`src/hdl/scrb_pkg.sv`:
```
// ----------------------------------------------------------------------------
// scrb_pkg: shared types and constants of the scancode ring buffer
// Item codes, modifier modes, scancodes, the mode update function and the
// control/status structs between the core and the ring.
// ----------------------------------------------------------------------------
`default_nettype none

package scrb_pkg;

  localparam int BUFFER_LAST_DEF = 15;

  localparam int CODE_W  = 7;
  localparam int MODE_W  = 3;
  localparam int CHAR_W  = 8;
  localparam int SCAN_W  = 8;
  localparam int KIND_W  = 2;

  // Table columns: one per mode code below TABLE_COLS, the top mode code is unused.
  localparam logic [MODE_W-1:0] TABLE_COLS = 3'd7;

  typedef enum logic [KIND_W-1:0] {
    KIND_SCAN  = 2'd0,
    KIND_READ  = 2'd1,
    KIND_TABLE = 2'd2
  } kind_e;

  typedef enum logic {
    ST_IDLE = 1'b0,
    ST_LOOK = 1'b1
  } state_e;

  localparam logic [MODE_W-1:0] MODE_PLAIN      = 3'd0;
  localparam logic [MODE_W-1:0] MODE_SHIFT      = 3'd1;
  localparam logic [MODE_W-1:0] MODE_CTRL       = 3'd2;
  localparam logic [MODE_W-1:0] MODE_ALT        = 3'd3;
  localparam logic [MODE_W-1:0] MODE_CAPS       = 3'd5;
  localparam logic [MODE_W-1:0] MODE_CAPS_SHIFT = 3'd6;

  localparam logic [CODE_W-1:0] SC_LSHIFT = 7'h2a;
  localparam logic [CODE_W-1:0] SC_RSHIFT = 7'h36;
  localparam logic [CODE_W-1:0] SC_CTRL   = 7'h1d;
  localparam logic [CODE_W-1:0] SC_ALT    = 7'h38;
  localparam logic [CODE_W-1:0] SC_CAPS   = 7'h3a;

  // Input beat as held inside the core
  typedef struct packed {
    logic [KIND_W-1:0] kind;
    logic [SCAN_W-1:0] scan_byte;
    logic [CODE_W-1:0] entry_code;
    logic [MODE_W-1:0] entry_mode;
    logic [CHAR_W-1:0] entry_char;
  } item_t;

  typedef struct packed {
    logic rd_en;  // fetch slot at read pointer
    logic push;   // append one character
    logic pop;    // drop oldest character
  } ring_ctl_t;

  typedef struct packed {
    logic empty;
    logic full;
  } ring_sts_t;

  // Mode after a scancode (break bit in the top bit of the byte).
  function automatic logic [MODE_W-1:0] next_mode(input logic [MODE_W-1:0] mode,
                                                  input logic [SCAN_W-1:0] scan);
    logic [CODE_W-1:0] code;
    logic [MODE_W-1:0] res;
    code = scan[CODE_W-1:0];
    res  = mode;
    if (!scan[SCAN_W-1]) begin
      case (code)
        SC_LSHIFT, SC_RSHIFT: res = (mode >= MODE_CAPS) ? MODE_CAPS_SHIFT : MODE_SHIFT;
        SC_CTRL:              res = MODE_CTRL;
        SC_ALT:               res = MODE_ALT;
        SC_CAPS:              res = (mode != MODE_PLAIN) ? MODE_PLAIN : MODE_CAPS;
        default:              res = mode;
      endcase
    end else begin
      case (code)
        SC_LSHIFT, SC_RSHIFT, SC_CTRL, SC_ALT:
          res = (mode == MODE_CAPS_SHIFT) ? MODE_CAPS : MODE_PLAIN;
        default: res = mode;
      endcase
    end
    return res;
  endfunction

endpackage

`default_nettype wire

```
`src/hdl/scrb_ring.sv`:
```
// ----------------------------------------------------------------------------
// scrb_ring: character ring with one-slot-free full rule
// Synchronous memory of BUFFER_LAST+1 slots, read data registered, plus the
// read and write pointers.
// ----------------------------------------------------------------------------
`default_nettype none

module scrb_ring #(
  parameter int BUFFER_LAST = scrb_pkg::BUFFER_LAST_DEF
) (
  input  wire                          clk_i,
  input  wire                          rst_ni,
  input  scrb_pkg::ring_ctl_t          ctl_i,
  input  wire [scrb_pkg::CHAR_W-1:0]   wdata_i,
  output logic [scrb_pkg::CHAR_W-1:0] rdata_o,
  output scrb_pkg::ring_sts_t          sts_o
);

  localparam int Depth = BUFFER_LAST + 1;
  localparam int PtrW  = (Depth > 1) ? $clog2(Depth) : 1;
  localparam logic [PtrW-1:0] PtrLast = PtrW'(BUFFER_LAST);

  logic [scrb_pkg::CHAR_W-1:0] mem [Depth];
  logic [scrb_pkg::CHAR_W-1:0] rdata_q;
  logic [PtrW-1:0] rd_ptr_q, rd_ptr_d;
  logic [PtrW-1:0] wr_ptr_q, wr_ptr_d;
  logic [PtrW-1:0] wr_next, rd_next;

  assign wr_next = (wr_ptr_q == PtrLast) ? '0 : wr_ptr_q + 1'b1;
  assign rd_next = (rd_ptr_q == PtrLast) ? '0 : rd_ptr_q + 1'b1;

  assign sts_o.empty = (wr_ptr_q == rd_ptr_q);
  assign sts_o.full  = (wr_next == rd_ptr_q);

  always_comb begin
    wr_ptr_d = ctl_i.push ? wr_next : wr_ptr_q;
    rd_ptr_d = ctl_i.pop  ? rd_next : rd_ptr_q;
  end

  always_ff @(posedge clk_i or negedge rst_ni) begin
    if (!rst_ni) begin
      rd_ptr_q <= '0;
      wr_ptr_q <= '0;
    end else begin
      rd_ptr_q <= rd_ptr_d;
      wr_ptr_q <= wr_ptr_d;
    end
  end

  always_ff @(posedge clk_i) begin
    if (ctl_i.push) begin
      mem[wr_ptr_q] <= wdata_i;
    end
  end

  always_ff @(posedge clk_i) begin
    if (ctl_i.rd_en) begin
      rdata_q <= mem[rd_ptr_q];
    end
  end

  assign rdata_o = rdata_q;

  // Pointers never leave the slot range
  a_ptr_range: assert property (@(posedge clk_i) disable iff (!rst_ni)
    (rd_ptr_q <= PtrLast) && (wr_ptr_q <= PtrLast))
    else $error("ring pointer out of range");

  // A push without a pop always leaves at least one character behind
  a_push_nonempty: assert property (@(posedge clk_i) disable iff (!rst_ni)
    ctl_i.push && !ctl_i.pop |=> !sts_o.empty)
    else $error("ring empty after push");

endmodule

`default_nettype wire

```
`config.mk`:
```
export PLATFORM = sky130hd
export DESIGN_NAME = scrb_ring
export DESIGN_NICKNAME = d
export VERILOG_FILES = /design/src/hdl/scrb_pkg.sv /design/src/hdl/scrb_ring.sv
export SDC_FILE = /design/constraint.sdc
export NUM_CORES = 1
export LEC_CHECK = 0
export ABC_AREA = 1
export BUFFER_PORTS_ARGS = -buffer_cell sky130_fd_sc_hd__buf_2
export CORE_ASPECT_RATIO = 1.75
export CORE_MARGIN = 1
export CORE_UTILIZATION = 30
export CTS_BUF_LIST = sky130_fd_sc_hd__clkbuf_4
export DETAILED_ROUTE_END_ITERATION = 12
export MAX_ROUTING_LAYER = met4
export SLEW_MARGIN = 40
export SYNTH_ARGS = -nofsm -noshare
export SYNTH_HDL_FRONTEND = slang
export SYNTH_SLANG_ARGS = --single-unit
```
`constraint.sdc`:
```
create_clock -name clk_i -period 2.2 [get_ports clk_i]
set_clock_uncertainty 0.1 [all_clocks]
set_input_delay 0.22 -clock clk_i [delete_from_list [all_inputs] [get_ports clk_i]]
set_output_delay 0.22 -clock clk_i [all_outputs]
set_load 0.01 [all_outputs]
```
## Word-level counts from Yosys, hierarchy flattened

Memories as Yosys holds them, arrays and structs flattened. A register that Yosys moved wholly into a read port is not among the register bits.
Index checks and enable logic that the tools add are counted.

| word-level totals | value |
|---|---|
| output and inout bits | 10 |
| memories | 1 |
| memory bits (writable) | 128 |
| register bits after elaboration | 8 |

| operators by class | value |
|---|---|
| equality and inequality tests | 4 |
| multiplexer cells | 4 |
| add/subtract/negate cells | 2 |

Memories:

| name | words | bits a word | rd ports | clocked after memory_dff | write ports | line | RTL |
|---|---|---|---|---|---|---|---|
| mem | 16 | 8 | 1 | 1 | 1 | scrb_ring.sv:23 | `logic [scrb_pkg::CHAR_W-1:0] mem [Depth];` |

Operator list:

| cell | number |
|---|---|
| adder 4 x 1 -> 4 bit (second input constant) | 2 |
| equality test 4 bit | 2 |
| equality test 4 bit (second input constant) | 2 |
| two-way mux 4 bit | 2 |
| two-way mux 1 bit | 2 |

## Depth between registers and ports, before layout

Gate-level depths: netlist of run 1.

| logic depth | value |
|---|---|
| depth after elaboration | 3 |
| mapped depth | 9 |

## Worst setup path after synthesis of run 1

OpenSTA, ideal clock, no wires.

| timing path | value |
|---|---|
| path type | reg2reg |
| start | reg wr_ptr_q[0] |
| end | mem mem[0][0] (netlist name) (enable) |
| path buffers | 0 |
| period minus slack after synthesis | 1641 ps |
| slack | 559 ps |
| data arrival time | 1170 ps |
| required time | 1730 ps |
| stages on the path, launching flop included | 5 |
| cell sequence | dfrtp_1 inv_1 ha_1 nand2_1 nor2_1 |

RTL lines:

| element | line | RTL |
|---|---|---|
| start, declared | scrb_ring.sv:26 | `logic [PtrW-1:0] wr_ptr_q, wr_ptr_d;` |
| start signal, assigned | scrb_ring.sv:46 | `wr_ptr_q <= wr_ptr_d;` |
| end, declared | scrb_ring.sv:23 |  |

No word-level cell before the write port.

==> tab_implementation.tex, run 1 <==
\begin{tabular}{lr}
\hline
Metric & Value \\
\hline
\multicolumn{2}{l}{\textbf{Yosys}} \\
\quad Mean cell area of the mapped netlist & 9.802 um\^{}2 \\
\quad Mapped Nets & $\sim$670 \\
\quad Number of flip-flops and latches in the synthesized netlist & 144 \\
\quad Number of distinct library cell variants in the gate-level netlist after synthesis & 21 \\
\quad Synthesis Warnings & 0 \\
\quad Proportion of synthesized chip area in sequential cells & roughly two thirds \\
\quad Post-synthesis instance area & roughly 0.0064 mm\^{}2 \\
\quad Synthesized instance count & between 600 and 700 \\
\multicolumn{2}{l}{\textbf{Floorplan}} \\
\quad Die W & roughly 110 um \\
\quad Die outline area & between 0.02 and 0.025 mm\^{}2 \\
\quad Rows & 70 \\
\quad Initial core utilization & a little under a third \\
\quad Die height & around 200 um \\
\quad Ports & 23 \\
\quad Core outline area & 0.02093 mm\^{}2 \\
\multicolumn{2}{l}{\textbf{Clocking}} \\
\quad CTS clock-pin slew for the worst setup and hold paths & 0.13 ns \\
\quad Clock tree from TritonCTS & done \\
\quad Deepest level of the CTS H-tree & 4 \\
\quad Insertion delay to the later sink of the worst-skew pair & 0.56 ns \\
\quad Worst-case clock buffer depth & 2 \\
\quad Root cell of the clock tree & sky130\_fd\_sc\_hd\_\_clkbuf\_4 \\
\quad CTS Buf Count & 17 \\
\quad Number of clock sinks seen by CTS & 144 \\
\multicolumn{2}{l}{\textbf{Placed design}} \\
\quad Post-DP HPWL & 9.732 mm \\
\quad Routability Congestion & around 0.8 \\
\quad \# port buffers & 22 \\
\multicolumn{2}{l}{\textbf{Drt}} \\
\quad Total via count in the routed design & 4458 \\
\quad Uppermost layer routed & met4 \\
\quad Drt initial violations & between 200 and 250 \\
\quad Met1 wire length & between 5 and 6 mm \\
\quad First-pass iteration count of the detailed router & 5 \\
\quad Mean routed wirelength per cell & 14.81 um \\
\quad Post-route DRC & 0 \\
\quad Count of nets left with antenna violations after detail routing & 0 \\
\quad Routed vias/inst & around 4.5 \\
\quad Met3 wire length & between 500 and 600 um \\
\quad Routed wire length & approximately 15 mm \\
\quad Met2 routed WL & 8.311 mm \\
\multicolumn{2}{l}{\textbf{Finish}} \\
\quad Utilization after layout & between 30\% and 40\% \\
\quad Signed area change from the synthesized netlist to the final layout & 17.51\% \\
\quad Number of nets in the final layout & roughly 740 \\
\quad Share of post-route cells with drive strength above 1 & between 10 and 15\% \\
\multicolumn{2}{l}{\textbf{STA}} \\
\quad Final Hold Violating Endpoints & 0 \\
\quad Relative slew slack & 68.04\% \\
\quad Setup repair after global routing missed its margin & true \\
\quad Total setup violations reported at the end of the flow & 0 \\
\quad Final period utilization & $\sim$96\% \\
\quad Worst hold slack & between 0.3 and 0.4 ns \\
\quad Maximum frequency from static timing analysis & approximately 470 MHz \\
\quad Least-Margin Pin Slew & 0.4793 ns \\
\quad Shortest period the worst path allows & 2.110 ns \\
\quad Slew Limit Fails & 0 \\
\multicolumn{2}{l}{\textbf{GRT}} \\
\quad Via count of the first global-routing pass & approximately 4500 \\
\quad Congestion Overflow GR & 0 \\
\quad GRT Resource Usage Total & around 15\% \\
\quad Maximum number of pins on one net before global-route repair & 43 \\
\quad Antenna violations before repair & 1 \\
\quad First-pass GRT wire length & 23.33 mm \\
\multicolumn{2}{l}{\textbf{Worst setup path}} \\
\quad Endpoint kind of the worst setup timing path & output port \\
\quad Cell breakdown of the critical path & ha\_4 -> nand2\_4 -> nand2\_2 -> nand2\_2 -> nand2\_2 -> nand2\_1 -> nand3\_1 -> nor2\_1 -> buf\_2 \\
\quad Top cell by count, worst path & sky130\_fd\_sc\_hd\_\_nand2\_2 \\
\quad Maximum cell stage delay along the critical path & $\sim$0.48 ns \\
\quad Required @ worst endpoint & 1.88 ns \\
\quad Origin of the worst setup path & wr\_ptr\_q[0] \\
\quad Worst R2R Start & rd\_ptr\_q[1] \\
\quad Worst Path Class, Setup & register to output port \\
\quad Nature of the critical path startpoint & register \\
\quad Crit path DAT & 1.79 ns \\
\quad Critical path fanouts, max & 5 \\
\quad Critical-path cell with the highest stage delay & sky130\_fd\_sc\_hd\_\_dfrtp\_2 \\
\multicolumn{2}{l}{\textbf{Flow run}} \\
\quad Maximum capacitance violations & 0 \\
\multicolumn{2}{l}{\textbf{Pwr}} \\
\quad Leak & between 3 and 4 nW \\
\quad Pwr per Cell Area & $\sim$1100 mW/mm\^{}2 \\
\quad Peak VDD IR & about 0.41 mV \\
\multicolumn{2}{l}{\textbf{Hold path}} \\
\quad Worst Hold Launch & ctl\_i[0] \\
\quad Worst Hold Class & input pin to register \\
\multicolumn{2}{l}{\textbf{Status}} \\
\quad Result of the run & finished clean \\
\hline
\end{tabular}
flip-flops by register name (all words and copies together) (netlist names):
signal,count
rdata_o,8
rd_ptr_q,4
wr_ptr_q,4
mem,128
Yosys cell counts, drive strengths merged:
master / n / area (um^2)
nand2: 228 / 855.8
edfxtp: 136 / 4084
inv: 132 / 495.5
nand3: 88 / 440.4
buf: 20 / 106.4
nor2: 18 / 67.56
dfrtp: 8 / 200.2
o21ai: 7 / 35.03
clkbuf: 5 / 18.77
ha: 5 / 62.56
clkinv: 2 / 7.510
xor2: 2 / 17.52
nand3b: 1 / 7.510
nand4: 1 / 6.260
nor3: 1 / 10.01
nor4: 1 / 6.260
xnor2: 1 / 8.760
worst paths after layout:
| kind | endpoint | depth (start not counted) | slack (ns) |
|---|---|---|---|
| worst max-delay path | sts_o[0] | 9 | 0.09 |
| worst min-delay path | rd_ptr_q[0] | 3 | 0.38 |
| worst max register to register | rdata_o[4] | 8 | 0.40 |
| worst min register to register | wr_ptr_q[3] | 2 | 0.53 |
| max in group asynchronous | rd_ptr_q[2] | 3 | 1.13 |
| min in group asynchronous | wr_ptr_q[3] | 3 | 0.56 |
per-layer routing:
layer	track usage (%)	vias up
li1	-	2211
met2	27.07	117
met5	-	-
met1	14.44	2094
met4	7.852	0
met3	1.884	36
cells by family after synthesis:
group	synth area share, %
AOI/OAI and AO/OA	0.5448
xor gates and xnor gates	0.4087
and+or+nand+nor	21.68
adders and majority gates	0.9730
buffers and inverters	9.769
DFF	66.63
worst max-delay path: cells and delay by family (launching register included):
family                   cells  cell delay [ns]
AND/OR/NAND/NOR              7             0.45
buffers and inverters        1             0.13
adder cells (fa/ha/maj)      1             0.19
flip-flops                   1             0.48
what timing repair did:
item                                    in CTS  in global routing
buffers inserted                             4                  5
endpoints found under the setup margin       2                  2
gates resized for setup                      9                 14
gates cloned                                 0                  1
endpoints found under the hold margin      151                  0
pin swaps                                    0                  5
hold buffers                                13                  0
stage by stage:
stage                     setup slack, ns  total power [mW]  area, um^2  setup TNS [ns]  instances
final                             0.08970             8.106        7556               0        987
after CTS                        -0.01109             8.052        7448        -0.01109        980
after global routing             -0.04205             8.636        7556        -0.04205        987
after detailed placement           0.3904             6.155        6952               0        931
after floorplan                    0.5594             5.262        6430               0        656
after global placement             0.3892             6.135        6952               0        931
report_power, final:
part | internal [mW] | switching, mW
clock | 0.711 | 1.06
sequential | 3.39 | 0.197
combinational | 1.02 | 1.73
cells in the final DEF, fill, tap and decap left out, types with 2 or more instances in the layout:
cell and instances:
sky130_fd_sc_hd__nand2_1 224, sky130_fd_sc_hd__nand2_2 3, sky130_fd_sc_hd__buf_12 3, sky130_fd_sc_hd__bufinv_16 2, sky130_fd_sc_hd__clkbuf_4 17, sky130_fd_sc_hd__buf_2 22, sky130_fd_sc_hd__nor2_1 18, sky130_fd_sc_hd__ha_1 3
sky130_fd_sc_hd__o21ai_0 6, sky130_fd_sc_hd__nand3_1 88, sky130_fd_sc_hd__inv_1 128, sky130_fd_sc_hd__dlygate4sd3_1 13, sky130_fd_sc_hd__dfrtp_2 7, sky130_fd_sc_hd__inv_8 3, sky130_fd_sc_hd__xor2_1 2, sky130_fd_sc_hd__inv_4 2
sky130_fd_sc_hd__edfxtp_1 136, sky130_fd_sc_hd__clkinvlp_4 3, sky130_fd_sc_hd__clkinv_1 3, sky130_fd_sc_hd__buf_4 32, sky130_fd_sc_hd__inv_2 2, sky130_fd_sc_hd__ha_4 2, sky130_fd_sc_hd__inv_6 5
cell type report:
class,count,area [um^2]
diodes,1,2.502
clock buffers,17,127.6
clock inverters,15,172.7
fillers,2060,13380
inverters,134,508.0
multi-input cells,353,1572
flip-flops and latches,144,4293
well taps,252,315.3
repair buffers,71,565.5
No activity file was read; power rests on OpenSTA's default activity.
==> inputs of run 2 (changes only) <==
Settings changed: SETUP_SLACK_MARGIN set to 0.2.
Clock period 2.2 ns to 2.16 ns, I/O delays scaled along.
==> tab_implementation.tex, run 2 (synthesis results as in run 1) <==
\begin{tabular}{lr}
\hline
Metric & Value \\
\hline
\multicolumn{2}{l}{\textbf{STA}} \\
\quad Relative slew slack & 71.01\% (was 68.04\%) \\
\quad Worst hold slack & 0.3848 ns (was 0.3778 ns) \\
\quad Setup repair after global routing missed its margin & true (unchanged) \\
\quad Maximum frequency from static timing analysis & 480.1 MHz \\
\quad Final Hold Violating Endpoints & 0 (unchanged) \\
\quad Slew Limit Fails & 0 (unchanged) \\
\quad Minimum setup slack in the final design & 0.07709 ns (was 0.08970 ns) \\
\quad Final period utilization & a little over nine tenths \\
\quad Least-Margin Pin Slew & 0.4334 ns (was 0.4793 ns) \\
\quad Total setup violations reported at the end of the flow & 0 (unchanged) \\
\quad Shortest period the worst path allows & $\sim$2.1 ns \\
\multicolumn{2}{l}{\textbf{GRT}} \\
\quad Congestion Overflow GR & 0 (unchanged) \\
\quad Antenna violations before repair & 1 (unchanged) \\
\quad First-pass GRT wire length & 23.44 mm (was 23.33 mm) \\
\quad GRT Resource Usage Total & 14.62\% (was 14.53\%) \\
\quad Maximum number of pins on one net before global-route repair & 69 (was 43) \\
\quad Via count of the first global-routing pass & 4457 (was 4469) \\
\multicolumn{2}{l}{\textbf{Worst setup path}} \\
\quad Required @ worst endpoint & 1.84 ns (was 1.88 ns) \\
\quad Reg2Reg Depth & 9 (was 8) \\
\quad Dominant delay contributor by cell family on the critical path & flip-flops (unchanged) \\
\quad Critical-path cell with the highest stage delay & sky130\_fd\_sc\_hd\_\_dfrtp\_2 (unchanged) \\
\quad Worst Path Class, Setup & register to output port (unchanged) \\
\quad Worst R2R Start & rd\_ptr\_q[0] (was rd\_ptr\_q[1]) \\
\quad Reg-to-reg endpoint & rdata\_o[2] (was rdata\_o[4]) \\
\quad Crit path DAT & 1.77 ns (was 1.79 ns) \\
\quad Setup slack on the worst flop-to-flop path & 0.44 ns (was 0.40 ns) \\
\quad Cell breakdown of the critical path & buf\_4 -> buf\_4 -> xor2\_1 -> nor4\_1 -> buf\_2 (was ha\_4 -> nand2\_4 -> nand2\_2 -> nand2\_2 -> nand2\_2 -> nand2\_1 -> nand3\_1 -> nor2\_1 -> buf\_2) \\
\quad Critical path fanouts, max & 4 (was 5) \\
\quad Number of buffers and inverters on the critical path & 3 (was 1) \\
\quad Top cell by count, worst path & sky130\_fd\_sc\_hd\_\_buf\_4 (was sky130\_fd\_sc\_hd\_\_nand2\_2) \\
\quad Nature of the critical path startpoint & register (unchanged) \\
\quad Maximum cell stage delay along the critical path & 0.46 ns (was 0.48 ns) \\
\quad Endpoint kind of the worst setup timing path & output port (unchanged) \\
\multicolumn{2}{l}{\textbf{Floorplan}} \\
\quad Ports & 23 (unchanged) \\
\quad Die W & 112.7 um (unchanged) \\
\quad Initial core utilization & 30.72\% (unchanged) \\
\quad Die height & 195.7 um (unchanged) \\
\quad Core outline area & 0.02093 mm\^{}2 (unchanged) \\
\quad Rows & 70 (unchanged) \\
\quad Die outline area & 0.02205 mm\^{}2 (unchanged) \\
\multicolumn{2}{l}{\textbf{Status}} \\
\quad Result of the run & finished clean (unchanged) \\
\multicolumn{2}{l}{\textbf{Hold path}} \\
\quad Endpoint of the worst hold path & rd\_ptr\_q[0] (unchanged) \\
\quad Number of cells on the worst hold path & 3 (unchanged) \\
\quad Worst Hold Class & input pin to register (unchanged) \\
\quad Worst Hold Launch & ctl\_i[0] (unchanged) \\
\multicolumn{2}{l}{\textbf{Finish}} \\
\quad Number of cells in the finished layout apart from fillers & 989 (was 987) \\
\quad Signed area change from the synthesized netlist to the final layout & 16.60\% (was 17.51\%) \\
\quad Share of post-route cells with drive strength above 1 & 14.95\% (was 14.85\%) \\
\quad Number of nets in the final layout & 741 (was 739) \\
\quad Number of flip-flops in the largest register & 128 (unchanged) \\
\quad Highest-count cells in the layout ignoring fill and taps & sky130\_fd\_sc\_hd\_\_nand2\_1, sky130\_fd\_sc\_hd\_\_edfxtp\_1, sky130\_fd\_sc\_hd\_\_inv\_1 (unchanged) \\
\quad Largest register by flop count & mem (unchanged) \\
\quad Most common cell after layout, fill and taps aside & sky130\_fd\_sc\_hd\_\_nand2\_1 (unchanged) \\
\multicolumn{2}{l}{\textbf{Clocking}} \\
\quad Deepest level of the CTS H-tree & 4 (unchanged) \\
\quad CTS Buf Count & 17 (unchanged) \\
\quad Clock tree from TritonCTS & done (unchanged) \\
\quad Root cell of the clock tree & sky130\_fd\_sc\_hd\_\_clkbuf\_4 (unchanged) \\
\quad Worst-case clock buffer depth & 2 (unchanged) \\
\quad Number of clock sinks seen by CTS & 144 (unchanged) \\
\quad Insertion delay to the later sink of the worst-skew pair & 0.53 ns (was 0.56 ns) \\
\quad CTS clock-pin slew for the worst setup and hold paths & 0.13 ns (about the same) \\
\multicolumn{2}{l}{\textbf{Placed design}} \\
\quad Setup slack after placement & 0.4463 ns (was 0.3904 ns) \\
\quad Routability Congestion & 0.8094 (was 0.7836) \\
\quad \# port buffers & 22 (unchanged) \\
\quad Cell count after placement & 931 (unchanged) \\
\quad Post-DP HPWL & 9.336 mm (was 9.732 mm) \\
\multicolumn{2}{l}{\textbf{Pwr}} \\
\quad Sw Share & 37.36\% (was 36.81\%) \\
\quad Clk pwr share & 19.0\% (was 21.8\%) \\
\quad Net switching power & 2.963 mW (was 2.984 mW) \\
\quad Sequential group share of total power & 45.6\% (was 44.3\%) \\
\quad Pwr per Cell Area & 1058 mW/mm\^{}2 (was 1073 mW/mm\^{}2) \\
\quad Internal power component & 4.969 mW (was 5.122 mW) \\
\quad Peak VDD IR & 0.4507 mV (was 0.4090 mV) \\
\quad Combinational Power Share & 35.4\% (was 33.9\%) \\
\quad Leak & 3.337 nW (was 3.360 nW) \\
\multicolumn{2}{l}{\textbf{Drt}} \\
\quad Mean routed wirelength per cell & 14.43 um (was 14.81 um) \\
\quad Drt initial violations & 222 (was 241) \\
\quad Total via count in the routed design & 4340 (was 4458) \\
\quad Count of nets left with antenna violations after detail routing & 0 (unchanged) \\
\quad Post-route DRC & 0 (unchanged) \\
\quad First-pass iteration count of the detailed router & 4 (was 5) \\
\quad Routed wire length & 14.28 mm (was 14.62 mm) \\
\quad Routed vias/inst & 4.388 (was 4.517) \\
\multicolumn{2}{l}{\textbf{Flow run}} \\
\quad Maximum capacitance violations & 0 (unchanged) \\
\hline
\end{tabular}
-- run 2: cell count changes in the layout (fill, tap and decap cells not counted), sizes merged --
cell,delta
buf,+2
bufbuf,+1
bufinv,-2
clkinv,+3
clkinvlp,+1
inv,-3
-- run 2: how the worst max path moves through the flow --
stage                start   endpoint  slack, ns  cells past startpoint
3_5_place_dp   wr_ptr_q[0]   sts_o[0]       0.45                      6
2_1_floorplan  wr_ptr_q[0]  mem[0][0]       0.52                      4
4_1_cts        wr_ptr_q[1]   sts_o[0]     -0.002                      9
5_1_grt        wr_ptr_q[0]   sts_o[0]      -0.09                      9
6_report       wr_ptr_q[1]   sts_o[1]       0.08                      5
3_3_place_gp   wr_ptr_q[0]   sts_o[0]       0.44                      6
-- run 2: stage by stage --
step | cell area, um^2 | util [%] | TNS [ns] | total power, mW
3_3_place_gp | 6939 | 33.15 | 0 | 6.219
6_report | 7497 | 35.82 | 0 | 7.932
3_5_place_dp | 6939 | 33.15 | 0 | 6.235
4_1_cts | 7437 | 35.53 | -0.001965 | 7.943
2_1_floorplan | 6430 | - | 0 | 5.359
5_1_grt | 7497 | 35.82 | -0.1696 | 8.497
-- run 2: timing repair --
action                                  CTS  global route
pin swaps                                 1             4
resized for setup                        14             7
hold buffers                             13             0
cloned                                    1             0
endpoints found under the setup margin    2             3
buffers inserted                          6             5
endpoints found under the hold margin   151             0
-- run 2: area by class of cell --
class	count	area [um^2]
Antenna cell	1	2.502
Clock buffer	18	135.1
Clock inverter	14	107.6
Fill cell	2070	13440
Inverter	134	505.5
Multi-Input combinational cell	353	1560
Sequential cell	144	4292
Tap cell	252	315.3
Timing Repair Buffer	73	579.3
-- run 2: routing by layer --
layer | wire, um | GRT usage (%) | vias up
li1 | - | - | 2206
met1 | 5315 | 14.18 | 2041
met2 | 8224 | 27.73 | 69
met3 | 318 | 1.854 | 24
met4 | 418 | 7.802 | 0
met5 | 0 | - | -
-- run 2: power by group through the flow --
stage / combinational (mW) / sequential, mW / clock (mW)
final: 2.80 / 3.62 / 1.51
after global routing: 3.16 / 3.66 / 1.68
after CTS: 2.73 / 3.63 / 1.58
after detailed placement: 2.55 / 3.68 / 0
after global placement: 2.54 / 3.68 / 0
after floorplan: 1.71 / 3.65 / 0
-- run 2: worst reg2reg max path, delay by kind of cell (launching register included) --
kind,cells,cell delay [ns]
buf+inv,3,0.51
simple gates,6,0.46
flops,1,0.43
